--- src/rtl/tamsa_pkg.sv ---
package tamsa_pkg;

    localparam int NUM_AREAS = 2;
    localparam int SIZE_W    = 18;
    localparam int OFFSET_W  = 18;
    localparam int LEFT_W    = 19;
    localparam int ROUND_ADD = 3;

    localparam logic KIND_ALLOC = 1'b0;
    localparam logic KIND_FREE  = 1'b1;

    typedef struct packed {
        logic rd_en;
        logic wr_en;
    } t_mem_ctl;

endpackage

--- src/rtl/tamsa_if.sv ---
interface tamsa_req_if;
    logic                           valid;
    logic                           ready;
    logic                           kind;
    logic                           area;
    logic [tamsa_pkg::SIZE_W-1:0]   size;
    logic [tamsa_pkg::OFFSET_W-1:0] offset;

    modport source (output valid, kind, area, size, offset, input ready);
    modport sink   (input valid, kind, area, size, offset, output ready);
endinterface

interface tamsa_rsp_if;
    logic                           valid;
    logic                           ready;
    logic                           ok;
    logic                           out_area;
    logic [tamsa_pkg::OFFSET_W-1:0] out_offset;
    logic [tamsa_pkg::LEFT_W-1:0]   bytes_left;

    modport source (output valid, ok, out_area, out_offset, bytes_left, input ready);
    modport sink   (input valid, ok, out_area, out_offset, bytes_left, output ready);
endinterface

--- src/rtl/two_area_mark_stack_allocator_unit.sv ---
// channel  | port  | dir | beat
// ---------+-------+-----+----------------------------------------------
// request  | i_req | in  | kind, area, size, offset
// response | o_rsp | out | ok, out_area, out_offset, bytes_left
//
// Per request, the accept edge reads two marks from the mark memory and
// the compute step checks space, writes back one mark if granted and loads
// the response register. One request is in flight at a time.
// The compute step waits while a previous response is still held on o_rsp.
// Reset clears the per-entry valid bits of the mark memory at once, so no
// clearing pass follows reset; unwritten marks read as zero.
module two_area_mark_stack_allocator_unit #(
    parameter int AREA_BYTES = 262144,
    parameter int MARK_DEPTH = 8
) (
    input  logic       i_clk,
    input  logic       i_rst_n,
    tamsa_req_if.sink  i_req,
    tamsa_rsp_if.source o_rsp
);

    localparam int MW      = $clog2(AREA_BYTES);
    localparam int LW      = $clog2(AREA_BYTES + 1);
    localparam int IW      = $clog2(MARK_DEPTH);
    localparam int ENTRIES = tamsa_pkg::NUM_AREAS * MARK_DEPTH;
    localparam int AW      = $clog2(ENTRIES);
    localparam int RW      = tamsa_pkg::SIZE_W + 1;
    localparam int CW      = ((LW > RW) ? LW : RW) + 1;
    localparam int OW      = tamsa_pkg::OFFSET_W;
    localparam int BW      = tamsa_pkg::LEFT_W;
    localparam int SW      = tamsa_pkg::SIZE_W;

    localparam logic [IW-1:0] TOP_LAST = IW'(MARK_DEPTH - 1);
    localparam logic [LW-1:0] AREA_END = LW'(AREA_BYTES);
    localparam logic [RW-1:0] RND_ADD  = RW'(tamsa_pkg::ROUND_ADD);

    localparam logic S_IDLE = 1'b0;
    localparam logic S_EXEC = 1'b1;

    function automatic logic [IW-1:0] f_inc(input logic [IW-1:0] idx);
        return (idx == TOP_LAST) ? '0 : idx + IW'(1);
    endfunction

    function automatic logic [IW-1:0] f_dec(input logic [IW-1:0] idx);
        return (idx == '0) ? TOP_LAST : idx - IW'(1);
    endfunction

    function automatic logic [AW-1:0] f_addr(input logic a, input logic [IW-1:0] idx);
        logic [AW-1:0] base;
        base = a ? AW'(MARK_DEPTH) : '0;
        return base + AW'(idx);
    endfunction

    function automatic logic [LW-1:0] f_free(input logic [MW-1:0] m);
        logic [LW-1:0] ext;
        ext = LW'(m);
        return (ext >= AREA_END) ? '0 : AREA_END - ext;
    endfunction

    logic              r_state;
    logic              n_state;
    logic [IW-1:0]     r_top [tamsa_pkg::NUM_AREAS];
    logic [IW-1:0]     n_top [tamsa_pkg::NUM_AREAS];
    logic              r_kind;
    logic              r_area;
    logic [SW-1:0]     r_size;
    logic [OW-1:0]     r_offset;
    logic              r_out_valid;
    logic              r_ok;
    logic              r_out_area;
    logic [OW-1:0]     r_out_offset;
    logic [BW-1:0]     r_bytes_left;

    logic              w_acc;
    logic              w_fire;
    tamsa_pkg::t_mem_ctl w_ctl;
    logic [AW-1:0]     w_rd_addr_a;
    logic [AW-1:0]     w_rd_addr_b;
    logic [AW-1:0]     w_wr_addr;
    logic [MW-1:0]     w_rd_a;
    logic [MW-1:0]     w_rd_b;
    logic [RW-1:0]     w_round;
    logic [LW-1:0]     w_free_a;
    logic [LW-1:0]     w_free_b;
    logic              w_fit_a;
    logic              w_fit_b;
    logic              w_alloc;
    logic              w_alloc_ok;
    logic              w_free_ok;
    logic              w_dst_area;
    logic [MW-1:0]     w_base;
    logic [IW-1:0]     w_nt;
    logic [CW-1:0]     w_sum;
    logic [MW-1:0]     w_new_mark;
    logic [IW-1:0]     w_below;
    logic [LW-1:0]     w_left;

    assign w_acc  = i_req.valid && i_req.ready;
    assign w_fire = (r_state == S_EXEC) && (!r_out_valid || o_rsp.ready);

    assign i_req.ready = (r_state == S_IDLE);

    assign w_rd_addr_a = f_addr(i_req.area, r_top[i_req.area]);
    assign w_rd_addr_b = (i_req.kind == tamsa_pkg::KIND_ALLOC)
                       ? f_addr(~i_req.area, r_top[~i_req.area])
                       : f_addr(i_req.area, f_dec(r_top[i_req.area]));

    tamsa_mark_store #(
        .ENTRIES (ENTRIES),
        .W       (MW)
    ) u_store (
        .i_clk       (i_clk),
        .i_rst_n     (i_rst_n),
        .i_ctl       (w_ctl),
        .i_rd_addr_a (w_rd_addr_a),
        .i_rd_addr_b (w_rd_addr_b),
        .i_wr_addr   (w_wr_addr),
        .i_wr_data   (w_new_mark),
        .o_rd_data_a (w_rd_a),
        .o_rd_data_b (w_rd_b)
    );

    always_comb begin
        w_round    = (RW'(r_size) + RND_ADD) & ~RND_ADD;
        w_free_a   = f_free(w_rd_a);
        w_free_b   = f_free(w_rd_b);
        w_fit_a    = CW'(w_free_a) > CW'(w_round);
        w_fit_b    = CW'(w_free_b) > CW'(w_round);
        w_alloc    = (r_kind == tamsa_pkg::KIND_ALLOC);
        w_alloc_ok = w_alloc && (w_fit_a || w_fit_b);
        w_dst_area = w_fit_a ? r_area : ~r_area;
        w_base     = w_fit_a ? w_rd_a : w_rd_b;
        w_nt       = f_inc(r_top[w_dst_area]);
        w_sum      = CW'(w_base) + CW'(w_round);
        w_new_mark = w_sum[MW-1:0];
        w_below    = f_dec(r_top[r_area]);
        w_free_ok  = !w_alloc && (CW'(w_rd_b) == CW'(r_offset));
        w_wr_addr  = f_addr(w_dst_area, w_nt);

        if (w_alloc && w_fit_a) begin
            w_left = AREA_END - LW'(w_new_mark);
        end else if (w_free_ok) begin
            w_left = w_free_b;
        end else begin
            w_left = w_free_a;
        end

        w_ctl.rd_en = w_acc;
        w_ctl.wr_en = w_fire && w_alloc_ok;
    end

    always_comb begin
        n_state = r_state;
        n_top   = r_top;
        case (r_state)
            S_IDLE: begin
                if (w_acc) begin
                    n_state = S_EXEC;
                end
            end
            S_EXEC: begin
                if (w_fire) begin
                    n_state = S_IDLE;
                    if (w_alloc_ok) begin
                        n_top[w_dst_area] = w_nt;
                    end else if (w_free_ok) begin
                        n_top[r_area] = w_below;
                    end
                end
            end
            default: begin
                n_state = S_IDLE;
            end
        endcase
    end

    always_ff @(posedge i_clk) begin
        if (!i_rst_n) begin
            r_state     <= S_IDLE;
            r_top       <= '{default: '0};
            r_out_valid <= 1'b0;
        end else begin
            r_state <= n_state;
            r_top   <= n_top;
            if (w_fire) begin
                r_out_valid <= 1'b1;
            end else if (o_rsp.ready) begin
                r_out_valid <= 1'b0;
            end
        end
    end

    always_ff @(posedge i_clk) begin
        if (w_acc) begin
            r_kind   <= i_req.kind;
            r_area   <= i_req.area;
            r_size   <= i_req.size;
            r_offset <= i_req.offset;
        end
        if (w_fire) begin
            r_ok         <= w_alloc ? w_alloc_ok : w_free_ok;
            r_out_area   <= w_alloc_ok ? w_dst_area : 1'b0;
            r_out_offset <= w_alloc_ok ? OW'(w_base) : '0;
            r_bytes_left <= BW'(w_left);
        end
    end

    assign o_rsp.valid      = r_out_valid;
    assign o_rsp.ok         = r_ok;
    assign o_rsp.out_area   = r_out_area;
    assign o_rsp.out_offset = r_out_offset;
    assign o_rsp.bytes_left = r_bytes_left;

`ifndef NO_ASSERTIONS
    a_acc_to_exec: assert property (@(posedge i_clk) disable iff (!i_rst_n)
        w_acc |=> (r_state == S_EXEC) && $stable(r_top[0]) && $stable(r_top[1]))
        else $error("accepted request did not enter compute step with tops held");

    a_fail_keeps_tops: assert property (@(posedge i_clk) disable iff (!i_rst_n)
        (w_fire && w_alloc && !w_alloc_ok) |=> $stable(r_top[0]) && $stable(r_top[1]))
        else $error("failed allocation moved a top index");

    a_pop_moves_top: assert property (@(posedge i_clk) disable iff (!i_rst_n)
        (w_fire && w_free_ok) |=>
            (r_top[0] != $past(r_top[0])) || (r_top[1] != $past(r_top[1])))
        else $error("successful free left top indices unchanged");

    a_fire_loads_rsp: assert property (@(posedge i_clk) disable iff (!i_rst_n)
        w_fire |=> r_out_valid && (r_state == S_IDLE))
        else $error("compute step did not produce a response");
`endif

endmodule

--- src/rtl/tamsa_mark_store.sv ---
module tamsa_mark_store #(
    parameter int ENTRIES = 16,
    parameter int W       = 18
) (
    input  logic                         i_clk,
    input  logic                         i_rst_n,
    input  tamsa_pkg::t_mem_ctl          i_ctl,
    input  logic [$clog2(ENTRIES)-1:0]   i_rd_addr_a,
    input  logic [$clog2(ENTRIES)-1:0]   i_rd_addr_b,
    input  logic [$clog2(ENTRIES)-1:0]   i_wr_addr,
    input  logic [W-1:0]                 i_wr_data,
    output logic [W-1:0]                 o_rd_data_a,
    output logic [W-1:0]                 o_rd_data_b
);

    logic [W-1:0]       r_mem [ENTRIES];
    logic [ENTRIES-1:0] r_valid;
    logic [W-1:0]       r_rd_a;
    logic [W-1:0]       r_rd_b;
    logic               r_rd_va;
    logic               r_rd_vb;

    always_ff @(posedge i_clk) begin
        if (!i_rst_n) begin
            r_valid <= '0;
        end else if (i_ctl.wr_en) begin
            r_valid[i_wr_addr] <= 1'b1;
        end
    end

    always_ff @(posedge i_clk) begin
        if (i_ctl.wr_en) begin
            r_mem[i_wr_addr] <= i_wr_data;
        end
    end

    always_ff @(posedge i_clk) begin
        if (i_ctl.rd_en) begin
            r_rd_a  <= r_mem[i_rd_addr_a];
            r_rd_b  <= r_mem[i_rd_addr_b];
            r_rd_va <= r_valid[i_rd_addr_a];
            r_rd_vb <= r_valid[i_rd_addr_b];
        end
    end

    assign o_rd_data_a = r_rd_va ? r_rd_a : '0;
    assign o_rd_data_b = r_rd_vb ? r_rd_b : '0;

endmodule

--- src/flat_wrapper.sv ---
// flat-port wrapper written by rule: the top's interface ports become plain ports
module two_area_mark_stack_allocator_unit_flat 
#(
    parameter int AREA_BYTES = 262144,
    parameter int MARK_DEPTH = 8
)
  (i_clk, i_rst_n, i_req_valid, i_req_kind, i_req_area, i_req_size, i_req_offset, i_req_ready, o_rsp_valid, o_rsp_ok, o_rsp_out_area, o_rsp_out_offset, o_rsp_bytes_left, o_rsp_ready);
  tamsa_req_if i_req_i ();
  tamsa_rsp_if o_rsp_i ();
  input  logic i_clk;
  input  logic i_rst_n;
  input wire logic [$bits(i_req_i.valid)-1:0] i_req_valid;
  input wire logic [$bits(i_req_i.kind)-1:0] i_req_kind;
  input wire logic [$bits(i_req_i.area)-1:0] i_req_area;
  input wire logic [$bits(i_req_i.size)-1:0] i_req_size;
  input wire logic [$bits(i_req_i.offset)-1:0] i_req_offset;
  output wire logic [$bits(i_req_i.ready)-1:0] i_req_ready;
  output wire logic [$bits(o_rsp_i.valid)-1:0] o_rsp_valid;
  output wire logic [$bits(o_rsp_i.ok)-1:0] o_rsp_ok;
  output wire logic [$bits(o_rsp_i.out_area)-1:0] o_rsp_out_area;
  output wire logic [$bits(o_rsp_i.out_offset)-1:0] o_rsp_out_offset;
  output wire logic [$bits(o_rsp_i.bytes_left)-1:0] o_rsp_bytes_left;
  input wire logic [$bits(o_rsp_i.ready)-1:0] o_rsp_ready;
  assign i_req_i.valid = i_req_valid;
  assign i_req_i.kind = i_req_kind;
  assign i_req_i.area = i_req_area;
  assign i_req_i.size = i_req_size;
  assign i_req_i.offset = i_req_offset;
  assign i_req_ready = i_req_i.ready;
  assign o_rsp_valid = o_rsp_i.valid;
  assign o_rsp_ok = o_rsp_i.ok;
  assign o_rsp_out_area = o_rsp_i.out_area;
  assign o_rsp_out_offset = o_rsp_i.out_offset;
  assign o_rsp_bytes_left = o_rsp_i.bytes_left;
  assign o_rsp_i.ready = o_rsp_ready;
  two_area_mark_stack_allocator_unit #(.AREA_BYTES(AREA_BYTES), .MARK_DEPTH(MARK_DEPTH)) u_core (.i_clk(i_clk), .i_rst_n(i_rst_n), .i_req(i_req_i), .o_rsp(o_rsp_i));
endmodule
--- config.mk ---
export PLATFORM = sky130hd
export DESIGN_NAME = two_area_mark_stack_allocator_unit_flat
export DESIGN_NICKNAME = d
export VERILOG_FILES = /design/src/rtl/tamsa_pkg.sv /design/src/rtl/tamsa_if.sv /design/src/rtl/two_area_mark_stack_allocator_unit.sv /design/src/rtl/tamsa_mark_store.sv /design/src/flat_wrapper.sv
export SDC_FILE = /design/constraint.sdc
export NUM_CORES = 1
export LEC_CHECK = 0
export BUFFER_PORTS_ARGS = -buffer_cell sky130_fd_sc_hd__buf_4
export CAP_MARGIN = 5
export CORE_MARGIN = 5
export CORE_UTILIZATION = 50
export DETAILED_ROUTE_END_ITERATION = 12
export PLACE_DENSITY = 0.67
export RECOVER_POWER = 25
export SLEW_MARGIN = 20
export SYNTH_ARGS = -nofsm -noshare
export SYNTH_HDL_FRONTEND = slang
export SYNTH_SLANG_ARGS = --single-unit
--- constraint.sdc ---
create_clock -name i_clk -period 15.35 [get_ports i_clk]
set_input_delay 1.535 -clock i_clk [delete_from_list [all_inputs] [get_ports i_clk]]
set_output_delay 1.535 -clock i_clk [all_outputs]
set_load 0.02 [all_outputs]
== Word-level counts from Yosys, hierarchy flattened ==
Memories as Yosys holds them, arrays and structs flattened. A register that Yosys moved wholly into a read port is not among the register bits.
Cells that the tools add are included.
W data, S select, Z words.

* Add/sub/neg operators: 12
* Magnitude comparators: 12
* Eq/ne operators: 2
* Mux-type cells: 47
* Bitwise operators: 9
* Reductions and logical operators: 17

{| class="wikitable"
|+ Operators by type and width
! operator !! count
|-
| $sub A19 B18 Y19 const A || 3
|-
| $mux W18 || 3
|-
| $mux W3 || 17
|-
| $gt A19 B19 Y1 || 2
|-
| $mux W19 || 2
|-
| $add A18 B2 Y19 const B || 1
|-
| $add A18 B18 Y18 || 1
|-
| $eq A18 B18 Y1 || 1
|-
| $add A4 B3 Y4 || 4
|-
| $mux W4 || 4
|-
| $or A16 B16 Y16 || 1
|-
| $lt A4 B5 Y1 const B || 3
|-
| $bwmux W6 || 2
|-
| $mux W6 || 2
|-
| $mux W1 || 11
|-
| $logic_and A1 B1 Y1 || 9
|-
| $bmux W1 S4 || 2
|-
| $ge A2 B2 Y1 const B || 4
|-
| $not A1 Y2 || 4
|-
| $demux W3 S1 || 2
|-
| $logic_not A3 Y1 || 2
|-
| $sub A3 B1 Y3 const B || 2
|-
| $demux W1 S4 || 1
|-
| $ge A4 B1 Y1 const B || 1
|-
| 9 further kinds || 15
|}

* Flip-flop bits (word level): 103
* Bits in writable memories: 288
* Bits of input ports: 42
* Output and inout port bits: 41
* Logic and storage cells: 115
* Memories: 1

{| class="wikitable"
|+ Memories
! memory !! words !! bits a word !! read ports !! clocked after memory_dff !! wr ports !! line !! RTL
|-
| u_core.u_store.r_mem || 16 || 18 || 2 || 2 || 1 || tamsa_mark_store.sv:16 || <nowiki>logic [W-1:0] r_mem [ENTRIES];</nowiki>
|}

== Logic depth before layout (Yosys ltp) ==
* Word-level depth: 16
* Depth in mapped cells: 30
* Depth with buffers taken out: 29

== Hierarchy ==
A second synthesis with hierarchy kept.

* Cell total of the unflattened synthesis: 1442
* Area, all modules: 21923.5 µm²

{| class="wikitable"
|+ Modules (own cells, without submodules)
! module !! instances !! cells each !! area an instance (µm²) !! seq. area each (µm²)
|-
| tamsa_mark_store || 1 || 743 || 15034.4 || 10109.7
|-
| two_area_mark_stack_allocator_unit || 1 || 699 || 6889.1 || 2472.4
|}

== Worst setup path after synthesis ==
No wires, ideal clock.

* Path type: register to register
* Start point: reg u_core.u_store.r_rd_va
* End point: reg u_core.r_bytes_left[17], in the netlist u_core.o_rsp.bytes_left[17], data pin
* Library setup time: 0.256 ns
* Data arrival time: 7.161 ns
* Slack: 7.933 ns
* Stages on the path, launching flop included: 30
* Path buffers: 3
* Clock period less this slack: 7.417 ns
* Cell sequence: edfxtp_1 clkbuf_1 nand2_1 ha_1 a21boi_1 and3_1 clkbuf_1 a21oi_1 ha_1 nand4_1 nor4_1 nand2_1 o31ai_1 a31oi_4 a31o_4 nor2_4 buf_2 mux2i_1 ha_1 fa_1 a211oi_1 o21bai_1 a21oi_1 xnor2_1 nor2_1 or4b_2 nor4_2 o21ai_0 or3_1 o211a_1

* Cells in the longest elaborated chain, start to end: 7
* Elaborated cells on any way between the ends: 9

{| class="wikitable"
|+ Ends and longest elaborated chain
! item !! line !! RTL
|-
| from (decl) || tamsa_mark_store.sv:20 || <nowiki>logic r_rd_va;</nowiki>
|-
| from (signal assigned) || tamsa_mark_store.sv:41 || <nowiki>r_rd_va <= r_valid[i_rd_addr_a];</nowiki>
|-
| $mux W18 * || tamsa_mark_store.sv:46 || <nowiki>assign o_rd_data_a = r_rd_va ? r_rd_a : '0;</nowiki>
|-
| $sub A19 B18 Y19 || two_area_mark_stack_allocator_unit.sv:57 || <nowiki>return (ext >= AREA_END) ? '0 : AREA_END - ext;</nowiki>
|-
| $gt A19 B19 Y1 || two_area_mark_stack_allocator_unit.sv:127 || <nowiki>w_fit_a = CW'(w_free_a) > CW'(w_round);</nowiki>
|-
| $mux W18 * || two_area_mark_stack_allocator_unit.sv:132 || <nowiki>w_base = w_fit_a ? w_rd_a : w_rd_b;</nowiki>
|-
| net u_core.w_base[2] || two_area_mark_stack_allocator_unit.sv:91 || <nowiki>logic [MW-1:0] w_base;</nowiki>
|-
| $add A18 B18 Y18 * || two_area_mark_stack_allocator_unit.sv:134 || <nowiki>w_sum = CW'(w_base) + CW'(w_round);</nowiki>
|-
| net u_core.u_store.i_wr_data[10] || tamsa_mark_store.sv:11 || <nowiki>input logic [W-1:0] i_wr_data,</nowiki>
|-
| $sub A19 B18 Y19 * || two_area_mark_stack_allocator_unit.sv:141 || <nowiki>w_left = AREA_END - LW'(w_new_mark);</nowiki>
|-
| $mux W19 * || two_area_mark_stack_allocator_unit.sv:140 || <nowiki>if (w_alloc && w_fit_a) begin</nowiki>
|-
| net u_core.w_left[17] || two_area_mark_stack_allocator_unit.sv:96 || <nowiki>logic [LW-1:0] w_left;</nowiki>
|-
| to (signal assigned) || two_area_mark_stack_allocator_unit.sv:204 || <nowiki>r_bytes_left <= BW'(w_left);</nowiki>
|-
| to (decl) || two_area_mark_stack_allocator_unit.sv:72 || <nowiki>logic [BW-1:0] r_bytes_left;</nowiki>
|}

Mark *: on every way through the listed nets, which the timed path passes. The rest lies on a longest branch.
A chain may end at the register's enable or synchronous reset.

== Worst setup path after layout ==
* Start point: in i_req_area
* End point: reg u_core.u_store.r_rd_a[7], read port of u_core.u_store.r_mem, data pin

* Cells in the longest elaborated chain, start to end: 5
* Elaborated cells on any way between the ends: 6

{| class="wikitable"
|+ Ends and longest elaborated chain
! item !! line !! RTL
|-
| from (decl) || flat_wrapper.sv:14 || <nowiki>input wire logic [$bits(i_req_i.area)-1:0] i_req_area;</nowiki>
|-
| $not A1 Y2 (implied by the code) || two_area_mark_stack_allocator_unit.sv:103 || <nowiki>assign w_rd_addr_a = f_addr(i_req.area, r_top[i_req.area]);</nowiki>
|-
| $mux W3 (implied by the code) (3 in series) || two_area_mark_stack_allocator_unit.sv:103 ||
|-
| $add A4 B3 Y4 * || two_area_mark_stack_allocator_unit.sv:51 || <nowiki>return base + AW'(idx);</nowiki>
|-
| to (decl) || tamsa_mark_store.sv:18 || <nowiki>logic [W-1:0] r_rd_a;</nowiki>
|}

Every way passes the cells marked *; elsewhere a longest branch is shown, timed or not. The select of a mux whose other input is x is not followed.

==> metrics.yaml <==
route:
  drt_first_iter_violations: 2442
  first_pass_iters: 6
  routed_via_density: 6.57
  antenna_left: 0
  wirelength_mm: 75.3
  drcViolationCount: 0
  wl_per_cell_um: 26.3
  via_count: 18800
critical_path:
  worst-path-buf-inv: 4
  cpMostUsedCell: "clkbuf_1"
  cp_max_fo: 82
  start_kind: "primary input"
  cp-end-kind: "flop"
  arrival_ns: 11.00
  setup.worst_path.start: "i_req_area"
  r2r-end: "u_core.o_rsp.bytes_left[17]$_DFFE_PP_"
  required_ns: 15.67
  r2r_cells: 28
  path_cells: "clkbuf_1, mux2_1, clkinvlp_2, clkbuf_1, clkbuf_1, a211oi_1, a31oi_1, a211oi_1, a21oi_1"
  path_class: "in -> reg"
  r2r_start: "u_core.u_store.r_rd_va$_DFFE_PP_"
  critPathSlowestCell: "clkbuf_1"
  slowest_delay_ns: 2.82
  reg2reg_slack_ns: 6.36
  crit_family: "buffers and inverters"
global_routing:
  grt_pass1_vias: 18100
  track_usage: 0.287
  grt_max_degree: 155
  antenna_found_initial: 2
  grt-ovfl-total: 0
  grt_first_pass_wirelength_mm: 111
floorplan:
  io_pins: 83
  rows: 79
  core_area_mm2: 0.0465
  fp.dieH_um: 226
  die_w_um: 226
  start_util: 0.504
  dieArea_mm2: 0.0512
sta:
  fin_tns_setup_ns: 0
  finalSetupViolCount: 0
  post-route-period-util: 0.696
  hold_violations: 0
  fin_skew_ns: 0.0347
  period_needed_ns: 10.68
  fmax_mhz: 93.6
  max_slew_margin: -1.71
  rsz0062_at_grt: "false"
  worst_slew_pin_slew_ns: 4.07
  drv_slew: 582
  holdWs_ns: 0.476
worst_hold_path:
  worstHoldEndpoint: "u_core.u_store.r_valid[8]$_SDFFE_PN0P_"
  min_from: "u_core.u_store.r_valid[8]$_SDFFE_PN0P_"
  hold_path_class: "reg -> reg"
  hold_depth: 2
cells_and_area:
  regArea_mm2: 0.0126
  finalInstanceArea_mm2: 0.0260
  area_growth_pct: 11.3
  fillerInstances: 3909
  multi_input_area_mm2: 0.0103
  drive_gt1_frac: 0.0965
  nNetsFinal: 2326
synth:
  yosys_warnings: 0
  synth_top_flop_cell: "edfxtp_1"
  synth.avg_cell_area_um2: 10.6
  synth.yosys.seq_area_share: 0.538
  ys_types: 87
  ys_async_sr_fraction: 0
  synth_area_mm2: 0.0234
  ys_seq_elements: 427
  synth_nets: 2315
  syn_inst: 2212
  synth_edf_count: 403
pwr:
  netSwitchingFraction: 0.308
  vdd_ir_drop_max_mv: 0.123
  cellLeakagePower_nw: 8.82
  pwr-share-seq: 0.441
  p_per_area_mw_per_mm2: 128
  p_int_mw: 2.31
  totalPowerFinal_mw: 3.34
  clkPwrFrac: 0.342
  comb_power_share: 0.218
  p_switching_mw: 1.03
clocking:
  numCtsBuffers: 46
  htree_levels: 2
  post_cts_buffers: 0
  cts_tree: "yes"
  cts_hold_buffers: 0
  cts_buffer_depth: 3
  cts_sinks: 427
  post_cts_resized: 0
  clk_pin_slew_ns: 0.06
  worstSkewPairLatency_ns: 0.61
  cts_root_buf: "clkbuf_16"
run_status:
  violations: "capacitance limit, slew limit"
  status: "complete, but fails checks"
placement:
  place_area_mm2: 0.0247
  io_buffers: 82
  dp_hpwl_mm: 47.4
  gp_routability_congestion: 0.983
job:
  maxCapViolCount: 11
## registers in the layout, indices dropped and copies added (netlist names), 6 cells and up
name and cells:
u_core.u_store.r_mem 288, u_core.o_rsp.bytes_left 19, u_core.o_rsp.out_offset 18, u_core.r_offset 18, u_core.r_size 18, u_core.u_store.r_rd_a 18
u_core.u_store.r_rd_b 18, u_core.u_store.r_valid 16, u_core.r_top 6
## power by group through the flow
stage	clock network (mW)	logic, mW	registers, mW
after detailed placement	0	0.713	1.49
after global placement	0	0.701	1.49
after global routing	1.20	0.779	1.47
after floorplan	0	0.455	1.48
final	1.14	0.728	1.47
after CTS	1.16	0.717	1.47
## stage by stage
stage | cells | utilization | setup WS [ns]
finish | 2866 | 0.561 | 4.67
global route | 2865 | 0.560 | 4.15
CTS | 2865 | 0.565 | 6.48
detailed placement | 2782 | 0.531 | 6.54
global placement | 2782 | 0.531 | 6.73
floorplan | 2212 | - | 7.93
## kinds of logic (layout without fill, tap and decap cells)
| logic type | count (synthesis) | after routing | share of synthesized area |
|---|---|---|---|
| AOI/OAI and AO/OA | 661 | 661 | 0.199 |
| adders and majority gates | 62 | 62 | 0.0334 |
| and+or+nand+nor | 780 | 780 | 0.164 |
| DFF | 427 | 427 | 0.538 |
| muxes | 20 | 20 | 0.00861 |
| other | 0 | 1 | 0 |
| xor gates and xnor gates | 63 | 63 | 0.0244 |
| buffers and inverters | 199 | 245 | 0.0325 |
## routing by layer
layer | vias up | GRT usage | share of wire
met5 | - | 0 | 0.00017
met4 | 2 | 0.111 | 0.042
met3 | 183 | 0.0492 | 0.087
met2 | 985 | 0.472 | 0.47
met1 | 9251 | 0.384 | 0.40
li1 | 8405 | - | -
## area by class of cell
class,count,area share
Antenna cell,1,0.0000961
Clock inverter,29,0.0125
Timing Repair Buffer,122,0.0282
Sequential cell,427,0.483
Multi-Input combinational cell,1586,0.394
Tap cell,607,0.0292
Clock buffer,54,0.0474
Inverter,40,0.00581
## synthesized netlist by cell type (10+ instances only)
master | instances | area share
a311oi_1 | 78 | 0.029
nor3_1 | 31 | 0.0066
clkbuf_1 | 136 | 0.022
a21oi_1 | 135 | 0.029
and3_1 | 13 | 0.0035
or3_1 | 13 | 0.0035
a211oi_1 | 206 | 0.066
mux2i_1 | 19 | 0.0081
and2_1 | 173 | 0.046
edfxtp_1 | 403 | 0.52
nand2_1 | 378 | 0.061
nand3_1 | 29 | 0.0062
o21a_1 | 14 | 0.0045
o21ai_0 | 39 | 0.0083
dfxtp_1 | 24 | 0.021
nand2b_1 | 11 | 0.0029
xor2_1 | 19 | 0.0071
inv_1 | 38 | 0.0061
a31o_2 | 16 | 0.0060
nor2b_1 | 21 | 0.0056
nor2_1 | 56 | 0.0090
a21o_1 | 10 | 0.0032
ha_1 | 60 | 0.032
nand4_1 | 12 | 0.0032
a31oi_1 | 90 | 0.024
xnor2_1 | 43 | 0.016
buf_1 | 14 | 0.0022
o211ai_1 | 10 | 0.0032
## how the worst max path moves through the flow
stage / slack (ns) / cells past startpoint / endpoint
3_5_place_dp: 6.54 / 28 / u_core.o_rsp.bytes_left[17]$_DFFE_PP_
3_3_place_gp: 6.73 / 28 / u_core.o_rsp.bytes_left[17]$_DFFE_PP_
4_1_cts: 6.48 / 28 / u_core.o_rsp.bytes_left[17]$_DFFE_PP_
6_report: 4.67 / 9 / u_core.u_store.r_rd_a[7]$_DFFE_PP_
5_1_grt: 4.15 / 9 / u_core.u_store.r_rd_a[7]$_DFFE_PP_
2_1_floorplan: 7.93 / 29 / u_core.o_rsp.bytes_left[17]$_DFFE_PP_
## placed cells by master, fill, tap and decap left out, types with 48 or more instances in the layout
cell	count
clkbuf_1	57
ha_1	60
a21oi_1	132
a31oi_1	90
edfxtp_1	403
and2_1	167
nor2_1	49
a211oi_1	205
nand2_1	378
clkbuf_16	48
a311oi_1	78
## tightest hold or removal path, cell delays in order (launching register included)
cell	delay, ns
dfxtp_1	0.32
nand2_1	0.05
o21ai_1	0.05
Note: power is estimated with default switching activity, not from simulation.
